## config.mk

```make
export PLATFORM = sky130hd
export DESIGN_NAME = rc_override_arming_mixer
export DESIGN_NICKNAME = d
export VERILOG_FILES = /design/src/sv/rcoam_pkg.sv /design/src/sv/rcoam_ctrl.sv /design/src/sv/rcoam_dpath.sv /design/src/sv/rc_override_arming_mixer.sv
export SDC_FILE = /design/constraint.sdc
export NUM_CORES = 1
export LEC_CHECK = 0
export ABC_AREA = 1
export ABC_CLOCK_PERIOD_IN_PS = 10850
export BUFFER_PORTS_ARGS = -buffer_cell sky130_fd_sc_hd__buf_2
export CAP_MARGIN = 10
export CORE_ASPECT_RATIO = 0.9
export CORE_MARGIN = 2
export CORE_UTILIZATION = 60
export CTS_CLUSTER_SIZE = 28
export DETAILED_ROUTE_END_ITERATION = 12
export PLACE_DENSITY = 0.81
export SYNTH_ARGS = -nofsm -noshare
export SYNTH_HDL_FRONTEND = slang
export SYNTH_HIERARCHICAL = 1
export SYNTH_SLANG_ARGS = --single-unit
```

## constraint.sdc

```tcl
create_clock -name clk -period 10.85 [get_ports clk]
set_input_delay 1.085 -clock clk [delete_from_list [all_inputs] [get_ports clk]]
set_output_delay 1.085 -clock clk [all_outputs]
set_load 0.05 [all_outputs]
```

## src/sv/rcoam_pkg.sv

```systemverilog
`timescale 1ns / 1ps

package rcoam_pkg;

    localparam int unsigned WidthW   = 16;
    localparam int unsigned TimeW    = 32;
    localparam int unsigned PctW     = 8;
    localparam int unsigned DriveW   = 16;
    localparam int unsigned CfgIdxW  = 3;
    localparam int unsigned InDataW  = 80;
    localparam int unsigned OutDataW = 56;

    // Quotient width: |width difference| times 200 stays below 2**24
    localparam int unsigned QuotW    = 24;
    localparam int unsigned DivCntW  = 5;

    // Register indexes
    localparam logic [CfgIdxW-1:0] REG_AUX_LOW      = 3'd0;
    localparam logic [CfgIdxW-1:0] REG_AUX_HIGH     = 3'd1;
    localparam logic [CfgIdxW-1:0] REG_THROTTLE_MIN = 3'd2;
    localparam logic [CfgIdxW-1:0] REG_THROTTLE_MAX = 3'd3;
    localparam logic [CfgIdxW-1:0] REG_RUDDER_LEFT  = 3'd4;
    localparam logic [CfgIdxW-1:0] REG_RUDDER_RIGHT = 3'd5;

    localparam logic [WidthW-1:0] AUX_LOW_RST      = 16'd1000;
    localparam logic [WidthW-1:0] AUX_HIGH_RST     = 16'd2000;
    localparam logic [WidthW-1:0] THROTTLE_MIN_RST = 16'd1000;
    localparam logic [WidthW-1:0] THROTTLE_MAX_RST = 16'd2000;
    localparam logic [WidthW-1:0] RUDDER_LEFT_RST  = 16'd1000;
    localparam logic [WidthW-1:0] RUDDER_RIGHT_RST = 16'd2000;

    localparam logic [7:0]          THR_SCALE    = 8'd100;
    localparam logic [7:0]          RUD_SCALE    = 8'd200;
    localparam logic [TimeW-1:0]    ARM_HOLDOFF  = 32'd5000;
    localparam logic signed [PctW-1:0] STICK_LOW    = 8'sd5;
    localparam logic signed [PctW-1:0] RUDDER_EDGE  = 8'sd95;
    localparam logic signed [PctW-1:0] RUDDER_NEDGE = -8'sd95;
    localparam logic signed [PctW-1:0] PCT_MAX      = 8'sd127;
    localparam logic signed [PctW-1:0] PCT_MIN      = -8'sd127;

    // Divider operand select
    localparam logic SEL_THROTTLE = 1'b0;
    localparam logic SEL_RUDDER   = 1'b1;

    typedef struct packed {
        logic load_in;
        logic div_start;
        logic div_sel;
        logic div_step;
        logic store_t;
        logic store_r;
        logic gesture;
        logic mul_right;
        logic mul_left;
        logic commit;
    } cmd_t;

    typedef struct packed {
        logic in_range;
        logic div_done;
        logic out_free;
    } status_t;

endpackage

```

## src/sv/rcoam_ctrl.sv

```systemverilog
`timescale 1ns / 1ps

module rcoam_ctrl
(
    input  logic              clk,
    input  logic              rst_n,
    input  logic              s_tvalid,
    output logic              s_tready,
    input  rcoam_pkg::status_t status,
    output rcoam_pkg::cmd_t   cmd
);

    localparam logic [2:0] S_IDLE   = 3'd0;
    localparam logic [2:0] S_CHECK  = 3'd1;
    localparam logic [2:0] S_DIV_T  = 3'd2;
    localparam logic [2:0] S_DIV_R  = 3'd3;
    localparam logic [2:0] S_GEST   = 3'd4;
    localparam logic [2:0] S_MUL_R  = 3'd5;
    localparam logic [2:0] S_MUL_L  = 3'd6;
    localparam logic [2:0] S_COMMIT = 3'd7;

    logic [2:0] state_reg;
    logic [2:0] state_next;

    assign s_tready = (state_reg == S_IDLE);

    always_comb
    begin
        state_next = state_reg;
        cmd        = '0;
        unique case (state_reg)
            S_IDLE:
            begin
                if (s_tvalid)
                begin
                    cmd.load_in = 1'b1;
                    state_next  = S_CHECK;
                end
            end
            S_CHECK:
            begin
                // skip the arithmetic when override is off
                if (status.in_range)
                begin
                    cmd.div_start = 1'b1;
                    cmd.div_sel   = rcoam_pkg::SEL_THROTTLE;
                    state_next    = S_DIV_T;
                end
                else
                begin
                    state_next = S_COMMIT;
                end
            end
            S_DIV_T:
            begin
                if (status.div_done)
                begin
                    cmd.store_t   = 1'b1;
                    cmd.div_start = 1'b1;
                    cmd.div_sel   = rcoam_pkg::SEL_RUDDER;
                    state_next    = S_DIV_R;
                end
                else
                begin
                    cmd.div_step = 1'b1;
                end
            end
            S_DIV_R:
            begin
                cmd.div_sel = rcoam_pkg::SEL_RUDDER;
                if (status.div_done)
                begin
                    cmd.store_r = 1'b1;
                    state_next  = S_GEST;
                end
                else
                begin
                    cmd.div_step = 1'b1;
                end
            end
            S_GEST:
            begin
                cmd.gesture = 1'b1;
                state_next  = S_MUL_R;
            end
            S_MUL_R:
            begin
                cmd.mul_right = 1'b1;
                state_next    = S_MUL_L;
            end
            S_MUL_L:
            begin
                cmd.mul_left = 1'b1;
                state_next   = S_COMMIT;
            end
            S_COMMIT:
            begin
                // hold until the output register can take the item
                if (status.out_free)
                begin
                    cmd.commit = 1'b1;
                    state_next = S_IDLE;
                end
            end
            default:
            begin
                state_next = S_IDLE;
            end
        endcase
    end

    always_ff @(posedge clk or negedge rst_n)
    begin
        if (!rst_n)
        begin
            state_reg <= S_IDLE;
        end
        else
        begin
            state_reg <= state_next;
        end
    end

endmodule

```

## src/sv/rcoam_dpath.sv

```systemverilog
`timescale 1ns / 1ps

module rcoam_dpath
(
    input  logic                                 clk,
    input  logic                                 rst_n,
    input  logic [rcoam_pkg::InDataW-1:0]        s_tdata,
    output logic                                 m_tvalid,
    input  logic                                 m_tready,
    output logic [rcoam_pkg::OutDataW-1:0]       m_tdata,
    input  logic                                 cfg_valid,
    input  logic [rcoam_pkg::CfgIdxW-1:0]        cfg_index,
    input  logic [rcoam_pkg::WidthW-1:0]         cfg_data,
    input  rcoam_pkg::cmd_t                      cmd,
    output rcoam_pkg::status_t                   status
);

    localparam int unsigned W  = rcoam_pkg::WidthW;
    localparam int unsigned QW = rcoam_pkg::QuotW;
    localparam int unsigned PW = rcoam_pkg::PctW;
    localparam int unsigned DW = rcoam_pkg::DriveW;
    localparam int unsigned CW = rcoam_pkg::DivCntW;

    // Configuration registers
    logic [W-1:0] aux_low_reg, aux_high_reg;
    logic [W-1:0] thr_min_reg, thr_max_reg;
    logic [W-1:0] rud_left_reg, rud_right_reg;

    // Captured input item
    logic [W-1:0]                  aux_w_reg, thr_w_reg, rud_w_reg;
    logic [rcoam_pkg::TimeW-1:0]   now_reg;

    // Persistent state
    logic                          armed_state_reg;
    logic [rcoam_pkg::TimeW-1:0]   last_toggle_reg;

    // Divider
    logic [QW-1:0]                 q_reg;
    logic [W-1:0]                  rem_reg;
    logic [W-1:0]                  dvsr_reg;
    logic [CW-1:0]                 cnt_reg;
    logic                          neg_reg;
    logic                          zero_reg;
    logic                          sel_reg;

    // Work registers
    logic signed [PW-1:0]          tp_reg, rp_reg;
    logic                          armed_w_reg;
    logic                          toggle_reg;
    logic                          cal_reg;
    logic signed [DW-1:0]          left_reg, right_reg;

    // Output register
    logic                          m_tvalid_reg;
    logic [rcoam_pkg::OutDataW-1:0] m_tdata_reg;

    // Override window
    logic [W:0]   aux_sum;
    logic [W-1:0] aux_thresh;
    logic         in_range;

    assign aux_sum    = {1'b0, aux_low_reg} + {1'b0, aux_high_reg};
    assign aux_thresh = aux_sum[W:1];
    assign in_range   = (aux_w_reg >= aux_thresh) && (aux_w_reg <= aux_high_reg);

    // Divider operands
    logic [W-1:0]        op_w, op_lo, op_hi;
    logic [7:0]          op_k;
    logic signed [W:0]   diff, span;
    logic [W-1:0]        diff_mag, span_mag;
    logic [QW-1:0]       num_mag;

    always_comb
    begin
        if (cmd.div_sel == rcoam_pkg::SEL_RUDDER)
        begin
            op_w  = rud_w_reg;
            op_lo = rud_left_reg;
            op_hi = rud_right_reg;
            op_k  = rcoam_pkg::RUD_SCALE;
        end
        else
        begin
            op_w  = thr_w_reg;
            op_lo = thr_min_reg;
            op_hi = thr_max_reg;
            op_k  = rcoam_pkg::THR_SCALE;
        end
    end

    assign diff     = $signed({1'b0, op_w}) - $signed({1'b0, op_lo});
    assign span     = $signed({1'b0, op_hi}) - $signed({1'b0, op_lo});
    assign diff_mag = diff[W] ? W'(-diff) : diff[W-1:0];
    assign span_mag = span[W] ? W'(-span) : span[W-1:0];
    assign num_mag  = QW'({8'd0, diff_mag} * {16'd0, op_k});

    // One restoring step
    logic [W:0]   rem_sh;
    logic [W:0]   rem_try;
    logic         fits;

    assign rem_sh  = {rem_reg, q_reg[QW-1]};
    assign rem_try = rem_sh - {1'b0, dvsr_reg};
    assign fits    = (rem_sh >= {1'b0, dvsr_reg});

    // Signed quotient, offset and saturation
    logic signed [QW+1:0] q_signed;
    logic signed [QW+1:0] q_off;
    logic signed [PW-1:0] pct_sat;

    always_comb
    begin
        q_signed = neg_reg ? -$signed({2'b00, q_reg}) : $signed({2'b00, q_reg});
        q_off    = (sel_reg == rcoam_pkg::SEL_RUDDER) ? q_signed - 26'sd100 : q_signed;
        if (zero_reg)
        begin
            pct_sat = '0;
        end
        else if (q_off > 26'sd127)
        begin
            pct_sat = rcoam_pkg::PCT_MAX;
        end
        else if (q_off < -26'sd127)
        begin
            pct_sat = rcoam_pkg::PCT_MIN;
        end
        else
        begin
            pct_sat = q_off[PW-1:0];
        end
    end

    // Gestures
    logic [rcoam_pkg::TimeW-1:0] elapsed;
    logic                        stick_low;
    logic                        arm_gest;
    logic                        cal_gest;

    assign elapsed   = now_reg - last_toggle_reg;
    assign stick_low = (tp_reg < rcoam_pkg::STICK_LOW);
    assign arm_gest  = stick_low && (rp_reg < rcoam_pkg::RUDDER_NEDGE)
                       && (elapsed > rcoam_pkg::ARM_HOLDOFF);
    assign cal_gest  = stick_low && (rp_reg > rcoam_pkg::RUDDER_EDGE);

    // Shared mixer multiplier
    logic signed [PW:0]   rp_ext;
    logic signed [PW:0]   mul_a;
    logic signed [PW+W/2:0] prod;

    assign rp_ext = {rp_reg[PW-1], rp_reg};

    always_comb
    begin
        if (cmd.mul_left)
        begin
            mul_a = (rp_reg > 8'sd0) ? 9'sd100 - rp_ext : 9'sd100;
        end
        else
        begin
            mul_a = (rp_reg < 8'sd0) ? 9'sd100 + rp_ext : 9'sd100;
        end
    end

    assign prod = mul_a * tp_reg;

    // Configuration writes
    always_ff @(posedge clk or negedge rst_n)
    begin
        if (!rst_n)
        begin
            aux_low_reg   <= rcoam_pkg::AUX_LOW_RST;
            aux_high_reg  <= rcoam_pkg::AUX_HIGH_RST;
            thr_min_reg   <= rcoam_pkg::THROTTLE_MIN_RST;
            thr_max_reg   <= rcoam_pkg::THROTTLE_MAX_RST;
            rud_left_reg  <= rcoam_pkg::RUDDER_LEFT_RST;
            rud_right_reg <= rcoam_pkg::RUDDER_RIGHT_RST;
        end
        else if (cfg_valid)
        begin
            unique case (cfg_index)
                rcoam_pkg::REG_AUX_LOW:      aux_low_reg   <= cfg_data;
                rcoam_pkg::REG_AUX_HIGH:     aux_high_reg  <= cfg_data;
                rcoam_pkg::REG_THROTTLE_MIN: thr_min_reg   <= cfg_data;
                rcoam_pkg::REG_THROTTLE_MAX: thr_max_reg   <= cfg_data;
                rcoam_pkg::REG_RUDDER_LEFT:  rud_left_reg  <= cfg_data;
                rcoam_pkg::REG_RUDDER_RIGHT: rud_right_reg <= cfg_data;
                default:
                begin
                end
            endcase
        end
    end

    // Payload and work registers
    always_ff @(posedge clk)
    begin
        if (cmd.load_in)
        begin
            aux_w_reg <= s_tdata[15:0];
            thr_w_reg <= s_tdata[31:16];
            rud_w_reg <= s_tdata[47:32];
            now_reg   <= s_tdata[79:48];
        end

        if (cmd.div_start)
        begin
            q_reg    <= num_mag;
            rem_reg  <= '0;
            dvsr_reg <= span_mag;
            neg_reg  <= diff[W] ^ span[W];
            zero_reg <= (span_mag == '0);
            sel_reg  <= cmd.div_sel;
        end
        else if (cmd.div_step)
        begin
            q_reg   <= {q_reg[QW-2:0], fits};
            rem_reg <= fits ? rem_try[W-1:0] : rem_sh[W-1:0];
        end

        if (cmd.store_t)
        begin
            tp_reg <= pct_sat;
        end
        if (cmd.store_r)
        begin
            rp_reg <= pct_sat;
        end

        if (cmd.gesture)
        begin
            toggle_reg  <= arm_gest;
            cal_reg     <= !arm_gest && cal_gest;
            armed_w_reg <= arm_gest ? !armed_state_reg : armed_state_reg;
            // zero the sticks while disarmed unless a gesture matched
            if (!arm_gest && !cal_gest && !armed_state_reg)
            begin
                tp_reg <= '0;
                rp_reg <= '0;
            end
        end

        if (cmd.mul_right)
        begin
            right_reg <= prod[DW-1:0];
        end
        if (cmd.mul_left)
        begin
            left_reg <= prod[DW-1:0];
        end
    end

    // Divider counter and persistent state
    always_ff @(posedge clk or negedge rst_n)
    begin
        if (!rst_n)
        begin
            cnt_reg         <= '0;
            armed_state_reg <= 1'b0;
            last_toggle_reg <= '0;
        end
        else
        begin
            if (cmd.div_start)
            begin
                cnt_reg <= CW'(QW);
            end
            else if (cmd.div_step)
            begin
                cnt_reg <= cnt_reg - 1'b1;
            end

            if (cmd.commit)
            begin
                if (in_range)
                begin
                    armed_state_reg <= armed_w_reg;
                    if (toggle_reg)
                    begin
                        last_toggle_reg <= now_reg;
                    end
                end
                else
                begin
                    armed_state_reg <= 1'b0;
                end
            end
        end
    end

    // Output register
    always_ff @(posedge clk or negedge rst_n)
    begin
        if (!rst_n)
        begin
            m_tvalid_reg <= 1'b0;
        end
        else if (cmd.commit)
        begin
            m_tvalid_reg <= 1'b1;
        end
        else if (m_tready)
        begin
            m_tvalid_reg <= 1'b0;
        end
    end

    always_ff @(posedge clk)
    begin
        if (cmd.commit)
        begin
            if (in_range)
            begin
                m_tdata_reg <= {5'd0, right_reg, left_reg, rp_reg, tp_reg,
                                cal_reg, armed_w_reg, 1'b1};
            end
            else
            begin
                m_tdata_reg <= '0;
            end
        end
    end

    assign m_tvalid = m_tvalid_reg;
    assign m_tdata  = m_tdata_reg;

    assign status.in_range = in_range;
    assign status.div_done = (cnt_reg == '0);
    assign status.out_free = !m_tvalid_reg || m_tready;

endmodule

```

## src/sv/rc_override_arming_mixer.sv

```systemverilog
`timescale 1ns / 1ps
// Channel   Direction  Handshake            Payload
// s_*       in         s_tvalid / s_tready  s_tdata: aux, throttle, rudder widths, now_ms
// m_*       out        m_tvalid / m_tready  m_tdata: flags, percents, left/right drive
// cfg_*     in         cfg_valid/cfg_ready  cfg_index, cfg_data (16-bit register value)
//
// One item at a time. With the aux width inside the override window an item passes
// from acceptance through the 24-step restoring divider, run once for throttle and
// once for rudder, then gesture, mixer and commit steps; otherwise check, then commit.
// The output register holds one finished item, so a new item is taken while it waits;
// a further result holds in the commit step until the register frees.
// rst_n clears state and control asynchronously; configuration returns to its defaults.

module rc_override_arming_mixer
(
    input  logic        clk,
    input  logic        rst_n,
    input  logic        s_tvalid,
    output logic        s_tready,
    // [15:0] aux_width, [31:16] throttle_width, [47:32] rudder_width, [79:48] now_ms
    input  logic [79:0] s_tdata,
    output logic        m_tvalid,
    input  logic        m_tready,
    // [0] override_on, [1] armed_out, [2] calibrate_request, [10:3] throttle_pct,
    // [18:11] rudder_pct, [34:19] left_drive, [50:35] right_drive, [55:51] zero
    output logic [55:0] m_tdata,
    input  logic        cfg_valid,
    output logic        cfg_ready,
    input  logic [2:0]  cfg_index,
    input  logic [15:0] cfg_data
);

    rcoam_pkg::cmd_t    cmd;
    rcoam_pkg::status_t status;

    assign cfg_ready = 1'b1;

    rcoam_ctrl u_ctrl
    (
        .clk      (clk),
        .rst_n    (rst_n),
        .s_tvalid (s_tvalid),
        .s_tready (s_tready),
        .status   (status),
        .cmd      (cmd)
    );

    rcoam_dpath u_dpath
    (
        .clk       (clk),
        .rst_n     (rst_n),
        .s_tdata   (s_tdata),
        .m_tvalid  (m_tvalid),
        .m_tready  (m_tready),
        .m_tdata   (m_tdata),
        .cfg_valid (cfg_valid),
        .cfg_index (cfg_index),
        .cfg_data  (cfg_data),
        .cmd       (cmd),
        .status    (status)
    );

endmodule
```

==> impl_metrics.py <==
metrics = {
    "run_status": {
        "status": "finished clean",
    },
    "routing": {
        "ant_nets": 0,
        "drt_iter0_markers": 1860,
        "drt_first_pass_iters": 6,
        "wl_mm": 60.1,
        "drt-vias-per-instance": 5.33,
        "drc": 0,
        "vias": 22000,
        "wl_per_cell_um": 14.6,
    },
    "global_routing": {
        "antenna_found_initial": 0,
        "grt_pass1_wl_mm": 101,
        "grt_max_degree": 78,
        "grt_overflow": 0,
        "grt_pass1_vias": 21200,
        "grtUsageTotal_pct": 25.5,
    },
    "floorplan": {
        "initial_core_util_pct": 60.7,
        "die_w_um": 230,
        "dieArea_um2": 47700,
        "chipHeight_um": 207,
        "core_area_um2": 45400,
        "ios": 163,
        "rows": 74,
    },
    "critical_path": {
        "rrSetupSlack_ns": 1.67,
        "critPathTopFamily": "compound AO/OA/AOI/OAI gates",
        "startpoint_type": "register",
        "crit_fanout": 38,
        "slowest_delay_ns": 0.56,
        "critical_path.most_common_cell": "inv_1",
        "cpMaxStageDelayCell": "a21oi_2",
        "path_class": "register to register",
        "cp_num_cells": 42,
        "r2r_start": "u_dpath/cnt_reg[0]$_DFFE_PN0P_",
        "crit_buf_inv": 9,
        "r2r_cells": 42,
        "cp-end-kind": "register",
        "arrival_ns": 9.46,
        "required_ns": 11.13,
        "r2r_end": "u_dpath/q_reg[21]$_DFFE_PP_",
    },
    "cells_and_area": {
        "design_area_um2": 30300,
        "fill_cells": 3710,
        "area_growth_pct": 9.94,
        "largest_register_ffs": 51,
        "antennaDiodeCount": 0,
        "drive_gt1_share_pct": 10.6,
        "nets": 3924,
    },
    "timing": {
        "skew_ns": 0.0258,
        "post-route-min-period_ns": 9.18,
        "rsz0062_at_grt": "false",
        "max_freq_mhz": 109,
        "setup_viol": 0,
        "finalCritPeriodShare_pct": 84.6,
        "tns_ns": 0,
        "slew_viol_final": 0,
        "holdWs_ns": 0.484,
        "tightest_slew_ns": 1.19,
        "max_slew_margin_pct": 20.2,
        "finalHoldViolations": 0,
    },
    "clock_network": {
        "cts_tree": "done",
        "clk_pin_slew_ns": 0.06,
        "htreeDepth": 2,
        "cts_root_buffer": "clkbuf_16",
        "clock-sinks": 379,
        "clk_path_buf_depth": 3,
        "clkLatencyLatePin_ns": 0.57,
        "cts_setup_buffers": 0,
        "hold_buffers": 0,
        "cts_buffers": 40,
        "post_cts_resized": 0,
    },
    "placed_design": {
        "io_buffer_count": 156,
        "place_area_um2": 28900,
        "dp_hpwl_mm": 45.5,
        "finalWeightedCongestion": 0.950,
    },
    "logic_synthesis": {
        "netlist_area_um2": 27600,
        "seq_area_frac_synth_pct": 37.8,
        "avgSynthCellArea_um2": 8.23,
        "yosys.area_share.simple_pct": 21.0,
        "synth_xor_area_share_pct": 4.39,
        "ys_async_sr_fraction_pct": 36.4,
        "synth_ff_type": "edfxtp_1",
        "yosys-top-cells-area": "edfxtp_1 (23%), nand2_1 (11%), ha_1 (10%), dfrtp_1 (9.3%), fa_1 (7.3%)",
        "synth-adder-area-share_pct": 17.6,
        "ys_ff_latch": 379,
        "synth_top_family_by_area": "simple AND/OR/NAND/NOR gates",
        "synth_mux_area_share_pct": 0.618,
        "synth_edf_count": 209,
        "yosys-top-cells-count": "nand2_1 (787), inv_1 (532), nor2_1 (278)",
        "yosys.cell_types.count": 62,
        "syn_inst": 3348,
        "yosysMostFrequentCell": "nand2_1",
        "synth_compound_area_share_pct": 9.86,
        "yosys.area.top_type_share_pct": 22.8,
        "synth_area_leader_cell": "edfxtp_1",
        "synth_warnings": 6,
    },
    "hold_path": {
        "hold_class": "register to register",
        "min_path_cells": 2,
        "hp-start": "u_dpath/last_toggle_reg[16]$_DFFE_PN0P_",
        "min_to": "u_dpath/last_toggle_reg[16]$_DFFE_PN0P_",
    },
    "run": {
        "maxCapViolCount": 0,
    },
}
[worst max-delay path by stage]
stage | start | end
2_1_floorplan | u_dpath/cnt_reg[0]$_DFFE_PN0P_ | u_dpath/q_reg[18]$_DFFE_PP_
3_3_place_gp | u_dpath/cnt_reg[0]$_DFFE_PN0P_ | u_dpath/q_reg[21]$_DFFE_PP_
3_5_place_dp | u_dpath/cnt_reg[0]$_DFFE_PN0P_ | u_dpath/q_reg[21]$_DFFE_PP_
4_1_cts | u_dpath/cnt_reg[0]$_DFFE_PN0P_ | u_dpath/q_reg[21]$_DFFE_PP_
5_1_grt | u_dpath/cnt_reg[0]$_DFFE_PN0P_ | u_dpath/q_reg[21]$_DFFE_PP_
6_report | u_dpath/cnt_reg[0]$_DFFE_PN0P_ | u_dpath/q_reg[21]$_DFFE_PP_
[routing by layer]
| metal | part of all wire [%] | vias to the layer above | track usage, % |
|---|---|---|---|
| li1 | - | 11100 | - |
| met1 | 46 | 10300 | 36.2 |
| met2 | 46 | 565 | 41.8 |
| met3 | 5.5 | 77 | 3.09 |
| met4 | 2.0 | 0 | 6.50 |
| met5 | 0 | - | 0 |
[cells by family after synthesis]
logic type                 count (synthesis)
AOI/OAI and AO/OA                        495
adders and majority gates                327
xor gates and xnor gates                 138
muxes                                     17
other                                      3
DFF                                      379
and+or+nand+nor                         1367
buffers and inverters                    622
[placed cells by master (no fill, tap or decap), types with 13 or more instances in the layout]
cell | netlist | final
nor3_1 | 27 | 25
dfrtp_1 | 102 | 102
dfstp_2 | 36 | 36
o21bai_1 | 21 | 21
o21ai_1 | 15 | 14
mux2i_1 | 17 | 17
buf_2 | 6 | 155
nand4_1 | 39 | 39
nand2_1 | 787 | 786
o21ai_0 | 238 | 238
ha_1 | 226 | 226
xor2_1 | 91 | 91
nand3_1 | 135 | 134
nor2_2 | 22 | 22
nand2_2 | 26 | 27
nor2_1 | 278 | 276
edfxtp_1 | 209 | 209
clkbuf_16 | 0 | 42
fa_1 | 101 | 101
xnor2_1 | 47 | 47
a21oi_1 | 153 | 152
nor4_1 | 13 | 13
dfxtp_1 | 32 | 32
inv_1 | 532 | 532
[worst register-to-register path: cells and delay by family (launching register included)]
kind,cells,cell delay (ns)
AO/OA/AOI/OAI,13,2.69
adder cells (fa/ha/maj),7,2.68
buffers and inverters,9,1.62
AND/OR/NAND/NOR,11,1.22
flip-flops,1,0.36
XOR/XNOR,2,0.32
[layout make-up]
type | count | area (um^2) | share of cell area (%)
inverter | 548 | 2060 | 6.80
timing repair buffer | 169 | 905 | 2.99
multi-input combinational | 2355 | 14800 | 48.9
sequential | 379 | 10400 | 34.4
clock inverter | 26 | 267 | 0.880
clock buffer | 47 | 1070 | 3.53
tap | 608 | 761 | 2.51
[stage by stage]
stage,std cells,setup WS [ns],util [%]
finish,4132,1.67,66.8
global route,4132,0.587,66.8
CTS,4131,1.63,66.7
detailed placement,4058,1.68,63.8
global placement,4058,1.98,63.8
floorplan,3356,2.96,-
Power is not shown: default switching activity piles up to over one toggle a cycle in this logic, so the estimate is an artifact.
